--- src/design/pbr_pkg.sv ---
// ----------------------------------------------------------------------------
// Pulse beat rate detector package
// Widths, register indexes, shared types and the threshold retune function.
// ----------------------------------------------------------------------------
`timescale 1ns / 1ps

package pbr_pkg;

   localparam int SampleWidth = 8;
   localparam int LevelWidth  = SampleWidth;
   localparam int StepWidth   = 8;
   localparam int HoldWidth   = 14;
   localparam int ScaleWidth  = 5;
   localparam int TimerWidth  = 15;
   localparam int CountWidth  = 13;
   localparam int BpmWidth    = 16;
   localparam int ProdWidth   = ScaleWidth + CountWidth;
   localparam int CsrIdxWidth = 3;
   localparam int CsrDataWidth = HoldWidth;

   localparam logic [StepWidth-1:0]  StepReset         = StepWidth'(2);
   localparam logic [HoldWidth-1:0]  HoldReset         = HoldWidth'(10000);
   localparam logic [HoldWidth-1:0]  WindowReset       = HoldWidth'(15000);
   localparam logic [ScaleWidth-1:0] ScaleReset        = ScaleWidth'(4);
   localparam logic [LevelWidth-1:0] ThresholdReset    = LevelWidth'(130);
   localparam logic [LevelWidth-1:0] TroughStartReset  = LevelWidth'(250);
   localparam logic [CountWidth-1:0] CountMax          = {CountWidth{1'b1}};
   localparam logic [BpmWidth-1:0]   BpmMax            = {BpmWidth{1'b1}};

   typedef logic [LevelWidth-1:0] level_type;

   typedef enum logic [CsrIdxWidth-1:0] {
      REG_STEP_MS           = 3'd0,
      REG_HOLD_MS           = 3'd1,
      REG_WINDOW_MS         = 3'd2,
      REG_BPM_SCALE         = 3'd3,
      REG_INITIAL_THRESHOLD = 3'd4,
      REG_TROUGH_START      = 3'd5
   } csr_index_type;

   typedef struct packed {
      logic [StepWidth-1:0]  step_ms;
      logic [HoldWidth-1:0]  hold_ms;
      logic [HoldWidth-1:0]  window_ms;
      logic [ScaleWidth-1:0] bpm_scale;
      level_type             trough_start;
   } cfg_type;

   // Sample position against the threshold after this tick's retune.
   typedef struct packed {
      logic      above;
      logic      below;
      level_type threshold;
   } crossing_type;

   typedef struct packed {
      logic                beat_led;
      logic                report_valid;
      logic [BpmWidth-1:0] bpm;
   } rate_type;

   // Midpoint of peak and trough, unless they sit at their start values or
   // the peak is not above the trough.
   function automatic level_type retune(level_type peak, level_type trough,
                                        level_type start, level_type cur);
      logic                at_start;
      logic [LevelWidth:0] sum;
      at_start = (peak == '0) && (trough == start);
      sum      = {1'b0, peak} + {1'b0, trough};
      if (!at_start && (peak > trough)) begin
         return sum[LevelWidth:1];
      end
      return cur;
   endfunction

endpackage

--- src/design/pbr_level_tracker.sv ---
// ----------------------------------------------------------------------------
// Level tracker
// Peak and trough tracking, adaptive threshold and idle timeout.
// ----------------------------------------------------------------------------
`timescale 1ns / 1ps

module pbr_level_tracker import pbr_pkg::*; (
   input  logic         clock,
   input  logic         reset,
   input  logic         fire,
   input  level_type    sample,
   input  cfg_type      cfg,
   output crossing_type crossing
);

   level_type               thresh_ff, thresh_in;
   level_type               peak_ff, peak_in;
   level_type               trough_ff, trough_in;
   logic [TimerWidth-1:0]   idle_ff, idle_in;

   level_type               peak_1, trough_1, thresh_1, thresh_2;
   logic                    peak_hit, trough_hit, timeout;
   logic [TimerWidth-1:0]   idle_sum, idle_1;

   always_comb begin
      // Peak first, then trough against the threshold the peak left behind.
      peak_hit   = (sample > thresh_ff) && (sample > peak_ff);
      peak_1     = peak_hit ? sample : peak_ff;
      thresh_1   = peak_hit ? retune(peak_1, trough_ff, cfg.trough_start, thresh_ff)
                            : thresh_ff;
      trough_hit = (sample < thresh_1) && (sample < trough_ff);
      trough_1   = trough_hit ? sample : trough_ff;
      thresh_2   = trough_hit ? retune(peak_1, trough_1, cfg.trough_start, thresh_1)
                              : thresh_1;

      idle_sum = idle_ff + TimerWidth'(cfg.step_ms);
      idle_1   = (peak_hit || trough_hit) ? '0 : idle_sum;
      timeout  = idle_1 >= TimerWidth'(cfg.hold_ms);

      // Quiet too long: restart peak and trough, pin the timer at hold.
      peak_in   = timeout ? '0 : peak_1;
      trough_in = timeout ? cfg.trough_start : trough_1;
      idle_in   = timeout ? TimerWidth'(cfg.hold_ms) : idle_1;
      thresh_in = thresh_2;

      crossing.above     = sample > thresh_2;
      crossing.below     = sample < thresh_2;
      crossing.threshold = thresh_2;
   end

   always_ff @(posedge clock) begin
      if (reset) begin
         thresh_ff <= ThresholdReset;
         peak_ff   <= '0;
         trough_ff <= TroughStartReset;
         idle_ff   <= '0;
      end else if (fire) begin
         thresh_ff <= thresh_in;
         peak_ff   <= peak_in;
         trough_ff <= trough_in;
         idle_ff   <= idle_in;
      end
   end

endmodule

--- src/design/pbr_rate_counter.sv ---
// ----------------------------------------------------------------------------
// Rate counter
// Beat state, beat counting over a window and bpm report at window end.
// ----------------------------------------------------------------------------
`timescale 1ns / 1ps

module pbr_rate_counter import pbr_pkg::*; (
   input  logic         clock,
   input  logic         reset,
   input  logic         fire,
   input  crossing_type crossing,
   input  cfg_type      cfg,
   output rate_type     rate
);

   logic                  in_beat_ff, in_beat_in;
   logic [CountWidth-1:0] count_ff, count_in;
   logic [TimerWidth-1:0] window_ff, window_in;
   logic [BpmWidth-1:0]   bpm_ff, bpm_in;

   logic                  rise, report;
   logic [CountWidth-1:0] count_1;
   logic [TimerWidth-1:0] window_sum;
   logic [ProdWidth-1:0]  prod;

   always_comb begin
      rise    = crossing.above && !in_beat_ff;
      count_1 = (rise && (count_ff < CountMax)) ? count_ff + CountWidth'(1) : count_ff;
      in_beat_in = (rise || in_beat_ff) && !crossing.below;

      window_sum = window_ff + TimerWidth'(cfg.step_ms);
      report     = window_sum >= TimerWidth'(cfg.window_ms);
      prod       = ProdWidth'(cfg.bpm_scale) * ProdWidth'(count_1);

      // Window end: latch the saturated rate and open a new window.
      bpm_in    = !report ? bpm_ff
                : (prod > ProdWidth'(BpmMax)) ? BpmMax : prod[BpmWidth-1:0];
      window_in = report ? '0 : window_sum;
      count_in  = report ? '0 : count_1;

      rate.beat_led     = in_beat_in;
      rate.report_valid = report;
      rate.bpm          = bpm_in;
   end

   always_ff @(posedge clock) begin
      if (reset) begin
         in_beat_ff <= 1'b0;
         count_ff   <= '0;
         window_ff  <= '0;
         bpm_ff     <= '0;
      end else if (fire) begin
         in_beat_ff <= in_beat_in;
         count_ff   <= count_in;
         window_ff  <= window_in;
         bpm_ff     <= bpm_in;
      end
   end

endmodule

--- src/design/pulse_beat_rate_detector.sv ---
// Datapath: a sample accepted into the input register has its result written
// to the result register when the result stage can take it.
// Throughput: one sample per cycle; the combinational update of peak, trough,
// threshold and counters sets the rate, and a full result register stalls it.
// Reset: synchronous; loads register defaults, threshold 130, trough 250.
// ----------------------------------------------------------------------------
// Pulse beat rate detector top level
// Handshake stages, configuration registers, level tracker and rate counter.
// ----------------------------------------------------------------------------
`timescale 1ns / 1ps

module pulse_beat_rate_detector import pbr_pkg::*; (
   input  logic                    clock,
   input  logic                    reset,
   input  logic                    req_valid,
   output logic                    req_ready,
   input  logic [SampleWidth-1:0]  req_sample,
   output logic                    rsp_valid,
   input  logic                    rsp_ready,
   output logic                    rsp_beat_led,
   output logic                    rsp_report_valid,
   output logic [BpmWidth-1:0]     rsp_bpm,
   output logic [LevelWidth-1:0]   rsp_threshold,
   input  logic                    csr_write_en,
   input  logic [CsrIdxWidth-1:0]  csr_index,
   input  logic [CsrDataWidth-1:0] csr_wdata
);

   cfg_type      cfg_ff;
   logic         in_valid_ff;
   level_type    sample_ff;
   logic         out_valid_ff;
   rate_type     rate_ff;
   level_type    thresh_ff;
   logic         out_ready, fire;
   crossing_type crossing;
   rate_type     rate;

   assign out_ready = !out_valid_ff || rsp_ready;
   assign fire      = in_valid_ff && out_ready;
   assign req_ready = !in_valid_ff || out_ready;

   // Initial threshold is reloaded with its default on every reset, so a
   // write to it never changes behavior and is not stored.
   always_ff @(posedge clock) begin
      if (reset) begin
         cfg_ff.step_ms      <= StepReset;
         cfg_ff.hold_ms      <= HoldReset;
         cfg_ff.window_ms    <= WindowReset;
         cfg_ff.bpm_scale    <= ScaleReset;
         cfg_ff.trough_start <= TroughStartReset;
      end else if (csr_write_en) begin
         case (csr_index_type'(csr_index))
            REG_STEP_MS:      cfg_ff.step_ms      <= csr_wdata[StepWidth-1:0];
            REG_HOLD_MS:      cfg_ff.hold_ms      <= csr_wdata[HoldWidth-1:0];
            REG_WINDOW_MS:    cfg_ff.window_ms    <= csr_wdata[HoldWidth-1:0];
            REG_BPM_SCALE:    cfg_ff.bpm_scale    <= csr_wdata[ScaleWidth-1:0];
            REG_TROUGH_START: cfg_ff.trough_start <= csr_wdata[LevelWidth-1:0];
            default: ;
         endcase
      end
   end

   always_ff @(posedge clock) begin
      if (reset) begin
         in_valid_ff  <= 1'b0;
         out_valid_ff <= 1'b0;
      end else begin
         if (req_valid && req_ready) begin
            in_valid_ff <= 1'b1;
         end else if (fire) begin
            in_valid_ff <= 1'b0;
         end
         if (fire) begin
            out_valid_ff <= 1'b1;
         end else if (rsp_ready) begin
            out_valid_ff <= 1'b0;
         end
      end
   end

   always_ff @(posedge clock) begin
      if (req_valid && req_ready) begin
         sample_ff <= req_sample;
      end
      if (fire) begin
         rate_ff   <= rate;
         thresh_ff <= crossing.threshold;
      end
   end

   pbr_level_tracker u_level_tracker (
      .clock    (clock),
      .reset    (reset),
      .fire     (fire),
      .sample   (sample_ff),
      .cfg      (cfg_ff),
      .crossing (crossing)
   );

   pbr_rate_counter u_rate_counter (
      .clock    (clock),
      .reset    (reset),
      .fire     (fire),
      .crossing (crossing),
      .cfg      (cfg_ff),
      .rate     (rate)
   );

   assign rsp_valid        = out_valid_ff;
   assign rsp_beat_led     = rate_ff.beat_led;
   assign rsp_report_valid = rate_ff.report_valid;
   assign rsp_bpm          = rate_ff.bpm;
   assign rsp_threshold    = thresh_ff;

endmodule

--- config.mk ---
export PLATFORM = sky130hd
export DESIGN_NAME = pulse_beat_rate_detector
export DESIGN_NICKNAME = d
export VERILOG_FILES = /design/src/design/pbr_pkg.sv /design/src/design/pbr_level_tracker.sv /design/src/design/pbr_rate_counter.sv /design/src/design/pulse_beat_rate_detector.sv
export SDC_FILE = /design/constraint.sdc
export NUM_CORES = 1
export LEC_CHECK = 0
export BUFFER_PORTS_ARGS = -buffer_cell sky130_fd_sc_hd__buf_2
export CAP_MARGIN = 10
export CORE_ASPECT_RATIO = 0.6
export CORE_MARGIN = 2
export CORE_UTILIZATION = 30
export CTS_CLUSTER_SIZE = 25
export DETAILED_ROUTE_END_ITERATION = 8
export PLACE_DENSITY = 0.55
export SETUP_SLACK_MARGIN = 0.5
export SLEW_MARGIN = 40
export SYNTH_ARGS = -nofsm -noshare
export SYNTH_HDL_FRONTEND = slang
export SYNTH_SLANG_ARGS = --single-unit
--- constraint.sdc ---
create_clock -name clock -period 13.5 [get_ports clock]
set_input_delay 2.7 -clock clock [delete_from_list [all_inputs] [get_ports clock]]
set_output_delay 2.7 -clock clock [all_outputs]
set_load 0.02 [all_outputs]
### Word level (Yosys, flattened, before mapping)

Index checks and enable logic that the tools add are counted.

| cells by class | value |
|---|---|
| add/sub/neg operators | 5 |
| multipliers | 1 |
| divide/modulo/power cells | 0 |
| order comparisons | 12 |
| equality and inequality tests | 6 |
| shift operators | 0 |
| multiplexer cells | 23 |
| bitwise gates (word level) | 0 |
| reduce and logical (&&, ||, !) cells | 30 |

Operators with widths:

| kind | count |
|---|---|
| 8-bit two-way mux | 10 |
| 15-bit two-way mux | 3 |
| 8-bit > comparator | 5 |
| 16-bit two-way mux | 2 |
| 15-bit by 8-bit adder with 15-bit output | 2 |
| 15-bit by 14-bit >= comparator with 1-bit output | 2 |
| 13-bit two-way mux | 2 |
| 8-bit less-than comparator | 3 |
| 8-bit by 8-bit adder with 9-bit output | 2 |
| 18-bit by 16-bit > comparator with 1-bit output (second input constant) | 1 |
| 5-bit by 13-bit multiplier with 18-bit output | 1 |
| 8-bit equality test | 2 |
| 13-bit by 1-bit adder with 13-bit output (second input constant) | 1 |
| 13-bit less-than comparator (second input constant) | 1 |
| 1-bit logical AND | 11 |
| 2-bit AND reduction | 5 |
| 8-bit zero test | 1 |
| 3-bit by 2-bit equality test with 1-bit output (second input constant) | 2 |
| 1-bit zero test | 6 |
| 1-bit two-way mux | 6 |
| 1-bit logical OR | 4 |
| 2-bit nonzero test | 2 |
| 3-bit by 1-bit equality test with 1-bit output (second input constant) | 1 |
| 3-bit equality test (second input constant) | 1 |
| 3-bit zero test | 1 |

| word-level totals | value |
|---|---|
| register bits after elaboration | 169 |
| latch bits | 0 |
| bits in writable memories | 0 |
| bits in read-only memories | 0 |
| memories | 0 |

### Depth between registers and ports, before layout

| depth | value |
|---|---|
| depth in word-level cells | 28 |
| depth in mapped cells | 75 |
| gate-level depth less buffers | 68 |

### Modules after synthesis

From an unflattened synthesis, not the netlist that was laid out.

| second synthesis, totals | value |
|---|---|
| cells, all modules | 1493 |
| area total of the unflattened synthesis | 13057.5 um2 |

Modules (own cells, without submodules):

| module | instances | cells an instance | area an instance (um2) | sequential area each (um2) |
|---|---|---|---|---|
| pbr_rate_counter | 1 | 616 | 4977.3 | 900.9 |
| pbr_level_tracker | 1 | 637 | 4968.5 | 780.7 |
| pulse_beat_rate_detector | 1 | 240 | 3111.7 | 2042.0 |

### Worst setup path before layout

No wires, ideal clock.

| path | value |
|---|---|
| path type | flip-flop to flip-flop |
| start | register sample_ff[6] |
| end | register rate_ff (netlist bit rsp_bpm[0]) (data pin) |
| library setup time | 268 ps |
| arrival | 14045 ps |
| required time | 13232 ps |
| path slack | -813 ps |
| cell stages (with the launch flop) | 70 |
| cell sequence | edfxtp_1 -> ha_1 -> nand3_1 -> o21bai_1 -> a221oi_2 -> o211a_1 -> clkbuf_1 -> o21ai_0 -> ha_1 -> nand4bb_1 -> o211ai_1 -> a221oi_1 -> or3_4 -> nor2_1 -> buf_2 -> buf_1 -> nor2_1 -> a21oi_1 -> [34 not listed] -> nand2b_1 -> fa_1 -> fa_1 -> fa_1 -> inv_1 -> ha_1 -> nor2b_1 -> o21ai_1 -> a21boi_0 -> o21a_1 -> o21a_1 -> o21a_1 -> o41a_1 -> o21a_1 -> a2bb2oi_1 -> a21oi_1 -> clkbuf_1 -> o22ai_1 |

RTL lines:

| element | RTL line | RTL |
|---|---|---|
| start, declared | pulse_beat_rate_detector.sv:31 | `level_type sample_ff;` |
| start signal, assigned | pulse_beat_rate_detector.sv:84 | `sample_ff <= req_sample;` |
| end signal, assigned | pulse_beat_rate_detector.sv:87 | `rate_ff <= rate;` |
| end, declared | pulse_beat_rate_detector.sv:33 | `rate_type rate_ff;` |

==> flow_metrics.env <==
export IMPL_holdWs_ps=458
export IMPL_die_y_um=166
export IMPL_crit_type="register to register"
export IMPL_seqPwrFrac_pct=35.7
export IMPL_comb_power_share_pct=32.4
export IMPL_leakagePower_nw=7.22
export IMPL_coreArea_um2=43100
export IMPL_fin_ws_ps=457
export IMPL_ys_ff_latch=169
export IMPL_diodes=0
export IMPL_cts_tree="built"
export IMPL_hold_viol=0
export IMPL_yosysMostFrequentCell="nand2_1"
export IMPL_seq_area_frac_synth_pct=28.5
export IMPL_wl_mm=43.0
export IMPL_finalWorstPathRequiredPeriod_ps=13040
export IMPL_p_total_w=0.00155
export IMPL_startpoint_type="register"
export IMPL_track_usage_pct=18.6
export IMPL_cts_root_buf="clkbuf_16"
export IMPL_grt_pass1_wl_mm=64.9
export IMPL_skew_ps=19.2
export IMPL_antenna_left=0
export IMPL_start_util_pct=30.3
export IMPL_grt_max_degree=70
export IMPL_critical_path_max_fanout=8
export IMPL_min_from="cfg_ff[18]"
export IMPL_die_w_um=273
export IMPL_clockPowerShare_pct=32.0
export IMPL_synth_area_um2=13100
export IMPL_synthToLayoutAreaGrowth_pct=28.8
export IMPL_critPathCaptureType="register"
export IMPL_reg2reg_from="sample_ff[4]"
export IMPL_vias=12300
export IMPL_rsz0062_at_grt="true"
export IMPL_ctsLongestPathBuffers=2
export IMPL_clkLatencyLatePin_ps=460
export IMPL_final_cells=2352
export IMPL_clk_pin_slew_ps=80
export IMPL_cpPeakStageDelay_ps=560
export IMPL_setup_viol=0
export IMPL_syn_nets=1800
export IMPL_max_cap_violations=0
export IMPL_gr_total_overflow=0
export IMPL_antenna_found_initial=0
export IMPL_final_util_pct=39.0
export IMPL_yosysWarnings=0
export IMPL_switchingPower_w=0.000534
export IMPL_status="finished clean"
export IMPL_ir_worst_vdd_uv=56.5
export IMPL_ys_types=75
export IMPL_maxSlewViolCount=0
export IMPL_cp_arrival_ps=13200
export IMPL_boundaryPins=58
export IMPL_synth_edf_count=34
export IMPL_tightest_slew_ps=975
export IMPL_dp_cells=2227
export IMPL_synthTopCellsByArea="dfxtp_1 (21%), ha_1 (14%), edfxtp_1 (7.8%), fa_1 (5.7%), a21oi_1 (4.9%)"
export IMPL_avgSynthCellArea_um2=8.21
export IMPL_synth_top_area_share_pct=20.7
export IMPL_synth_cells=1591
export IMPL_sw_frac_of_total_pct=34.5
export IMPL_fin_crit_sh_pct=96.6
export IMPL_async_flop_share_pct=0
export IMPL_drive_above_1_share_pct=23.5
export IMPL_cpMostUsedCell="buf_4"
export IMPL_yosys_area_top_type="dfxtp_1"
export IMPL_gp_congestion=0.941
export IMPL_die_area_um2=45300
export IMPL_fmax_mhz=76.7
export IMPL_drt_pass1_iter_count=7
export IMPL_power_density_nw_per_um2=92.1
export IMPL_h_tree_depth=4
export IMPL_io_buffers=57
export IMPL_post_place_ws_ps=-166
export IMPL_numCtsBuffers=17
export IMPL_vias_per_cell=5.21
export IMPL_grt_pass1_vias=11300
export IMPL_drt_wirelength_per_cell_um=18.3
export IMPL_drtIter0Drc=1210
export IMPL_critPathRequiredTime_ps=13660
export IMPL_cts_sinks=169
export IMPL_rows=59
export IMPL_synth_top_flop_cell="dfxtp_1"
export IMPL_worstSetupStartpoint="sample_ff[4]"
export IMPL_min_path_type="register to register"
export IMPL_relSlewSlack_pct=35.0
export IMPL_final_nets=1969
export IMPL_drc=0
export IMPL_p_int_w=0.00101
export IMPL_dp_hpwl_mm=30.5
export IMPL_critPathSlowestCell="fa_1"
export IMPL_synth_commonest_cells="nand2_1 (162), nor2_1 (154), inv_1 (151), ha_1 (142), dfxtp_1 (135)"
[power groups by stage]
stage | Sequential (W) | Clock, W | Combinational, W
4_1_cts | 0.000551 | 0.000504 | 0.000427
3_3_place_gp | 0.000562 | 0 | 0.000384
2_1_floorplan | 0.000564 | 0 | 0.000253
6_report | 0.000552 | 0.000495 | 0.000501
5_1_grt | 0.000554 | 0.000525 | 0.000540
3_5_place_dp | 0.000563 | 0 | 0.000385
[final cells by class]
| cell class | instances | area, um2 |
|---|---|---|
| inverters | 155 | 586 |
| clock inverters | 15 | 140 |
| flip-flops and latches | 169 | 3720 |
| repair buffers | 215 | 1600 |
| well taps | 579 | 724 |
| fillers | 4344 | 26300 |
| clock buffers | 17 | 425 |
| multi-input cells | 1202 | 9620 |
[layer usage]
| metal | routed length [um] | track usage (%) |
|---|---|---|
| met5 | 0 | 0 |
| met2 | 16800 | 25.2 |
| met4 | 601 | 4.15 |
| met1 | 21800 | 28.8 |
| met3 | 3780 | 4.53 |
[through the flow]
stage / cell area [um2] / TNS [ps]
global route: 16800 / -736
CTS: 15600 / 0
detailed placement: 14400 / -3360
global placement: 14400 / -127
finish: 16800 / 0
floorplan: 13200 / 0
[critical path, delay by kind of cell, from the launching register on]
family          cells  cell delay [ps]
buf+inv            33             3910
mux                 1              290
simple gates       11             1300
compound gates     21             3830
fa+ha+maj           8             2830
flops               1              440
xor+xnor            1              150
[flip-flops by register name, summed over array words and instances, names as in the netlist]
signal,flops
u_rate_counter.bpm_ff,16
u_level_tracker.idle_ff,15
u_level_tracker.thresh_ff,8
in_valid_ff,1
u_rate_counter.in_beat_ff,1
u_rate_counter.count_ff,13
sample_ff,8
cfg_ff,49
u_rate_counter.window_ff,15
u_level_tracker.peak_ff,8
u_level_tracker.trough_ff,8
rsp_valid,1
rsp_bpm,16
rsp_beat_led,1
rsp_report_valid,1
rsp_threshold,8
[timing repair]
action	4_1_cts	5_1_grt
pin swaps	33	85
hold buffers	0	0
setup buffers	52	38
endpoints found under the setup margin	32	32
gates cloned	1	2
gates resized for setup	44	161
[path summary, 6_finish.rpt]
| check | cells after the start | slack, ps | endpoint |
|---|---|---|---|
| worst max-delay path | 75 | 460 | rsp_bpm[14] |
| worst min-delay path | 2 | 460 | cfg_ff[18] |
| worst max register to register | 75 | 460 | rsp_bpm[14] |
| worst min register to register | 2 | 460 | cfg_ff[18] |
[cell families (layout without fill, tap and decap cells)]
| kind of cell | after synthesis | count (layout) | synth area share [%] |
|---|---|---|---|
| AO/OA/AOI/OAI | 383 | 383 | 18.8 |
| XOR/XNOR | 65 | 65 | 4.36 |
| adder cells (fa/ha/maj) | 179 | 179 | 19.3 |
| buffers and inverters | 220 | 402 | 6.50 |
| flip-flops | 169 | 169 | 28.5 |
| multiplexers | 41 | 41 | 3.35 |
| AND/OR/NAND/NOR | 534 | 534 | 19.2 |
[cells in the final DEF, fill, tap and decap left out, drive strengths merged, types with 26 or more instances in the layout]
cell type	n
a21oi	129
buf	213
dfxtp	135
edfxtp	34
fa	37
ha	142
inv	156
mux2i	34
nand2	163
nand3	45
nor2	155
nor3	39
o21ai	71
o21bai	26
xnor2	39
xor2	26
(Power assumes the default switching activity.)
